$ cat src/rtl/i64alu_pkg.sv
// Shared types, opcodes and helper functions for the 64-bit expression ALU.
package i64alu_pkg;

    localparam int unsigned DataWidth = 64;
    localparam int unsigned KindWidth = 5;
    localparam int unsigned StatWidth = 2;
    localparam int unsigned DivBitsPerCell = 2;
    localparam int unsigned NumCells = DataWidth / DivBitsPerCell;

    typedef enum logic [KindWidth-1:0] {
        OP_PLUS = 5'd0, OP_NEG = 5'd1, OP_NOT = 5'd2, OP_INV = 5'd3,
        OP_ADD = 5'd4, OP_SUB = 5'd5, OP_MUL = 5'd6, OP_DIV = 5'd7,
        OP_EQ = 5'd8, OP_NE = 5'd9, OP_LT = 5'd10, OP_GT = 5'd11,
        OP_LE = 5'd12, OP_GE = 5'd13, OP_SHL = 5'd14, OP_SHR = 5'd15,
        OP_SWAP = 5'd16, OP_AND = 5'd17, OP_OR = 5'd18, OP_LAND = 5'd19,
        OP_LOR = 5'd20, OP_LXOR = 5'd21
    } kind_t;

    localparam logic [StatWidth-1:0] STAT_OK = 2'd0;
    localparam logic [StatWidth-1:0] STAT_DIV_ZERO = 2'd1;
    localparam logic [StatWidth-1:0] STAT_BAD_SWAP = 2'd2;

    // Swap selector decoded from the right operand.
    localparam logic [2:0] SWAP_NONE = 3'd0;
    localparam logic [2:0] SWAP_BIT = 3'd1;
    localparam logic [2:0] SWAP_PAIR = 3'd2;
    localparam logic [2:0] SWAP_NIBBLE = 3'd3;
    localparam logic [2:0] SWAP_BYTES16 = 3'd4;
    localparam logic [2:0] SWAP_BYTES32 = 3'd5;
    localparam logic [2:0] SWAP_BYTES64 = 3'd6;

    typedef struct packed {
        logic [KindWidth-1:0] kind;
        logic signed [DataWidth-1:0] left_value;
        logic signed [DataWidth-1:0] right_value;
    } in_item_t;

    typedef struct packed {
        logic signed [DataWidth-1:0] result_value;
        logic [StatWidth-1:0] status;
    } out_item_t;

    // State carried from cell to cell along the chain.
    typedef struct packed {
        logic valid;
        logic is_div;
        logic is_mul;
        logic neg_q;
        logic [DataWidth-1:0] rem;      // divide: partial remainder
        logic [DataWidth-1:0] quo;      // divide: dividend shifting into quotient
        logic [DataWidth-1:0] dsr;      // divide: divisor magnitude / mul: multiplier
        logic [DataWidth-1:0] acc;      // mul: product accumulator / other: result
        logic [DataWidth-1:0] mcand;    // mul: shifted multiplicand
        logic [StatWidth-1:0] status;
    } slot_t;

    function automatic logic [DataWidth-1:0] swap_fn(input logic [DataWidth-1:0] l,
                                                    input logic [2:0] sel);
        logic [DataWidth-1:0] v;
        v = '0;
        case (sel)
            SWAP_BIT:
                v = ((l >> 1) & 64'h5555555555555555)
                  | ((l << 1) & 64'haaaaaaaaaaaaaaaa);
            SWAP_PAIR:
                v = ((l >> 2) & 64'h3333333333333333)
                  | ((l << 2) & 64'hcccccccccccccccc);
            SWAP_NIBBLE:
                v = ((l >> 4) & 64'h0f0f0f0f0f0f0f0f)
                  | ((l << 4) & 64'hf0f0f0f0f0f0f0f0);
            SWAP_BYTES16: v = {48'd0, l[7:0], l[15:8]};
            SWAP_BYTES32: v = {32'd0, l[7:0], l[15:8], l[23:16], l[31:24]};
            SWAP_BYTES64: v = {l[7:0], l[15:8], l[23:16], l[31:24],
                               l[39:32], l[47:40], l[55:48], l[63:56]};
            default: v = '0;
        endcase
        return v;
    endfunction

endpackage

$ cat src/rtl/i64alu_cell.sv
// One chain cell: a radix-4 divide step and a 4-bit multiply step, registered.
module i64alu_cell (
    input  logic               clk,
    input  logic               rst_n,
    input  logic               advance,
    input  i64alu_pkg::slot_t  prev,
    output i64alu_pkg::slot_t  curr
);
    localparam int unsigned W = i64alu_pkg::DataWidth;
    localparam int unsigned MulBits = 4;

    i64alu_pkg::slot_t curr_reg, curr_next;
    logic [W-1:0] r_a, q_a, r_b, q_b;
    logic [W:0] t_a, t_b;
    logic [W-1:0] pp;

    always_comb
    begin
        curr_next = prev;
        // two restoring divide bits
        t_a = {prev.rem, prev.quo[W-1]} - {1'b0, prev.dsr};
        r_a = t_a[W] ? {prev.rem[W-2:0], prev.quo[W-1]} : t_a[W-1:0];
        q_a = {prev.quo[W-2:0], ~t_a[W]};
        t_b = {r_a, q_a[W-1]} - {1'b0, prev.dsr};
        r_b = t_b[W] ? {r_a[W-2:0], q_a[W-1]} : t_b[W-1:0];
        q_b = {q_a[W-2:0], ~t_b[W]};
        // four multiply bits
        pp = ({W{prev.dsr[0]}} & prev.mcand)
           + ({W{prev.dsr[1]}} & (prev.mcand << 1))
           + ({W{prev.dsr[2]}} & (prev.mcand << 2))
           + ({W{prev.dsr[3]}} & (prev.mcand << 3));
        if (prev.is_div)
        begin
            curr_next.rem = r_b;
            curr_next.quo = q_b;
        end
        if (prev.is_mul)
        begin
            curr_next.acc = prev.acc + pp;
            curr_next.mcand = prev.mcand << MulBits;
            curr_next.dsr = prev.dsr >> MulBits;
        end
    end

    always_ff @(posedge clk or negedge rst_n)
    begin
        if (!rst_n)
            curr_reg <= '0;
        else if (advance)
            curr_reg <= curr_next;
    end

    assign curr = curr_reg;
endmodule

$ cat config.mk
export PLATFORM = sky130hd
export DESIGN_NAME = i64alu_cell
export DESIGN_NICKNAME = d
export VERILOG_FILES = /design/src/rtl/i64alu_pkg.sv /design/src/rtl/i64alu_cell.sv
export SDC_FILE = /design/constraint.sdc
export NUM_CORES = 2
export LEC_CHECK = 0
export BUFFER_PORTS_ARGS = -buffer_cell sky130_fd_sc_hd__buf_2
export CAP_MARGIN = 20
export CORE_ASPECT_RATIO = 1.4
export CORE_MARGIN = 4
export CORE_UTILIZATION = 41
export CTS_BUF_LIST = sky130_fd_sc_hd__clkbuf_16
export CTS_CLUSTER_SIZE = 30
export DETAILED_ROUTE_END_ITERATION = 7
export PLACE_DENSITY_LB_ADDON = 0.25
export SYNTH_ARGS = -nofsm -noshare
export SYNTH_HDL_FRONTEND = slang
export SYNTH_SLANG_ARGS = --single-unit
$ cat constraint.sdc
create_clock -name clk -period 1.48 [get_ports clk]
set_input_delay 0 -clock clk [delete_from_list [all_inputs] [get_ports clk]]
set_output_delay 0 -clock clk [all_outputs]
set_load 0.1 [all_outputs]
==> results by group <==
Clock network
  – Total CTS buffers: 41
  – H-tree depth: 2
  – Skew-Pair Late Insertion Delay: 0.61 ns
  – Clock root buffer: clkbuf_16
  – TritonCTS clock tree: done
  – Longest Clk Path Bufs: 3
  – CTS sink count: 326
  – Clock-pin slew on the worst setup and hold paths: approximately 0.070 ns

Detailed routing
  – Via count: 38.9k
  – DRT Pass-1 Iters: 6
  – First DRT Iteration DRCs: 2,860
  – # DRC: 0
  – Wire length per cell: between 20 and 25 um
  – Vias per cell: about 5.6
  – Final WL: 157,000 um
  – Antenna-violating nets left: 0

Critical path
  – Critical Path Slowest Stage Cell: or4_4
  – Kind of cell adding the most delay to the critical path: compound AO/OA/AOI/OAI gates
  – Most used cell, CP: buf_4
  – Startpoint types: input pin
  – WP buf/inv: 11
  – WP data required: 1.97 ns
  – Reg2reg path depth: 3
  – Worst-path maximum fanout: 9
  – CP max stage delay: 0.49 ns
  – CP Capture Type: register
  – Critical Path AT: 5.82 ns
  – CP Class: in -> reg
  – Worst path depth: 32

Die
  – Ports: 655
  – Rows: roughly 120
  – Die footprint: 85,100 um^2
  – Die Span Y: between 300 and 400 um
  – Die extent in x: approximately 250 um
  – Starting Density: 0.415
  – Core Box Area: 79,400 um^2

Timing
  – Worst hold margin: 0.0150 ns
  – # setup viols final: 149
  – Final worst path period need: 5.33 ns
  – Skew final: 0 ns
  – Rel. slew slack: 0.560
  – Fin worst setup slack: -3.85 ns
  – Worst Max-Slew Pin Slew: 0.660 ns
  – F_max: 0.187 GHz
  – Fin crit share: 3.60
  – Setup TNS: -385.22 ns
  – Final Hold Fails: 0
  – RSZ-0062 raised after global routing: yes
  – Slew Viols, Final: 0

Synth
  – Syn_area_per_cell: 8.55 um^2
  – Synthesized area: about 33,000 um^2
  – Share of the synthesized area in the top cell type: 0.247
  – Sequential area share after synthesis: 0.247
  – EDFF count, synth: 0
  – Distinct cell type count after synthesis: 81
  – Async SR Flop Fraction: 1.00
  – #FFs+latches synth: 326
  – Top cells by area, synth: dfrtp_1, fa_1, mux2i_1
  – Cell type with the largest total area after synthesis: dfrtp_1
  – Post-Synthesis Cells: about 3.9k
  – Syn. warnings: 0
  – Main synth FF type: dfrtp_1
  – Synthesized Nets: 4,564

Status
  – Status: finished, violations left
  – Failing checks: negative setup slack

Global routing
  – Vias in the first global route: 40.3k
  – First-pass GRT wire length: 231,000 um
  – GRT overflow: 0
  – GRT Util Overall: 0.350
  – Antenna violations before repair: 17
  – Largest net degree at the start of global routing: 82

Placed design
  – Setup WS pre-CTS: -4.81 ns
  – Port Buf Inserts: around 650
  – DP Wirelength: 119,000 um
  – Placed Cells incl. Taps: 6,439
  – Gpl congestion: 0.998

Worst hold path
  – Worst min-delay path category: in -> reg
  – Hold Path Cell Cnt: 6

Cells and area
  – Commonest non-fill, non-tap cell in the layout: buf_4
  – Area growth syn-to-layout: 63.7%
  – Layout cells sized above 1: 0.385
  – Finished Layout Cells: about 7k
  – Combined flip-flop and latch cell area: 8160 um^2
  – Post-layout util: 0.680
  – Filler cell count in the final layout: 6,381
  – Nets: 6,576
  – Area of the multi-input gates: about 25,000 um^2
  – Max FFs per register: about 330
  – Most frequent cells in the layout: buf_4, buf_2, a21oi_1, dlygate4sd3_1, nor2_1

Power and ir drop
  – PD cells: 1440 nW/um^2
  – IR drop worst, VDD: 1730 uV
  – Leakage power: 26.2 nW

Flow run
  – Number of max-cap violations: 0
[final cells by class]
type / instances / area share
inverter: 139 / 0.00976
clock inverter: 31 / 0.00586
clock buffer: 43 / 0.0199
tap: 1054 / 0.0244
sequential: 326 / 0.151
antenna: 18 / 0.000835
multi-input combinational: 3145 / 0.472
timing repair buffer: 2217 / 0.316
[timing repair]
item	CTS	global route
endpoints found under the setup margin	183	249
gates resized for setup	220	256
pin swaps	73	130
endpoints found under the hold margin	646	0
buffers inserted	31	26
gates cloned	10	8
hold buffers	377	0
[cell usage after synthesis (15+ instances only)]
master and instances:
nor2_1 366, o211ai_1 28, nor2b_1 78, buf_2 16, o21a_1 26, xor2_1 73, buf_1 39, fa_1 186
nand2b_1 24, a21oi_1 483, mux2i_1 256, a211oi_1 24, and2_1 259, a31o_2 15, a31oi_1 79, nand4_1 53
and3_1 30, xnor2_1 96, clkbuf_1 187, or3_1 22, o221ai_1 22, a21o_1 118, inv_1 138, o21bai_1 31
o21ai_0 145, nor3_1 32, dfrtp_1 326, ha_1 191, nand3_1 131, nand2_1 178
[stage by stage]
stage,cell area (um^2),power (mW)
2_1_floorplan,33600,43.5
3_3_place_gp,45800,60.1
3_5_place_dp,45800,60.3
4_1_cts,52400,74.9
5_1_grt,54000,81.2
6_report,54000,77.7
[worst paths after layout]
check	slack [ns]	startpoint	to
max reg2reg	0.09	curr[267]$_DFFE_PN0P_	curr[267]$_DFFE_PN0P_
min in group asynchronous	0.04	rst_n	curr[161]$_DFFE_PN0P_
max	-3.85	prev[257]	curr[306]$_DFFE_PN0P_
min reg2reg	0.48	curr[195]$_DFFE_PN0P_	curr[195]$_DFFE_PN0P_
min	0.01	prev[317]	curr[319]$_DFFE_PN0P_
max in group asynchronous	0.97	rst_n	curr[34]$_DFFE_PN0P_
[layer usage]
metal  track usage  part of all wire
met5             0           0.00027
met2         0.620              0.49
met3        0.0538             0.069
met1         0.398              0.36
met4         0.203             0.074
[tightest hold or removal path, stage by stage]
cell and delay (ns):
buf_2 0.11, buf_4 0.14, nor2_1 0.10, a21oi_1 0.10, nand3_2 0.08, nand3_2 0.06
[kinds of logic (layout without fill, tap and decap cells)]
kind of cell,Yosys count,count (layout),synth area share
flip-flops,326,326,0.247
XOR/XNOR,171,171,0.0462
AO/OA/AOI/OAI,1096,1096,0.205
other,0,18,0
AND/OR/NAND/NOR,1232,1233,0.189
multiplexers,268,268,0.0818
adder cells (fa/ha/maj),377,377,0.185
buffers and inverters,388,2430,0.0457
[power by group]
| part | switching [mW] | internal (mW) |
|---|---|---|
| clock | 4.61 | 6.31 |
| combinational | 34.2 | 20.3 |
| sequential | 1.51 | 10.7 |
No activity file was read; power rests on OpenSTA's default activity.
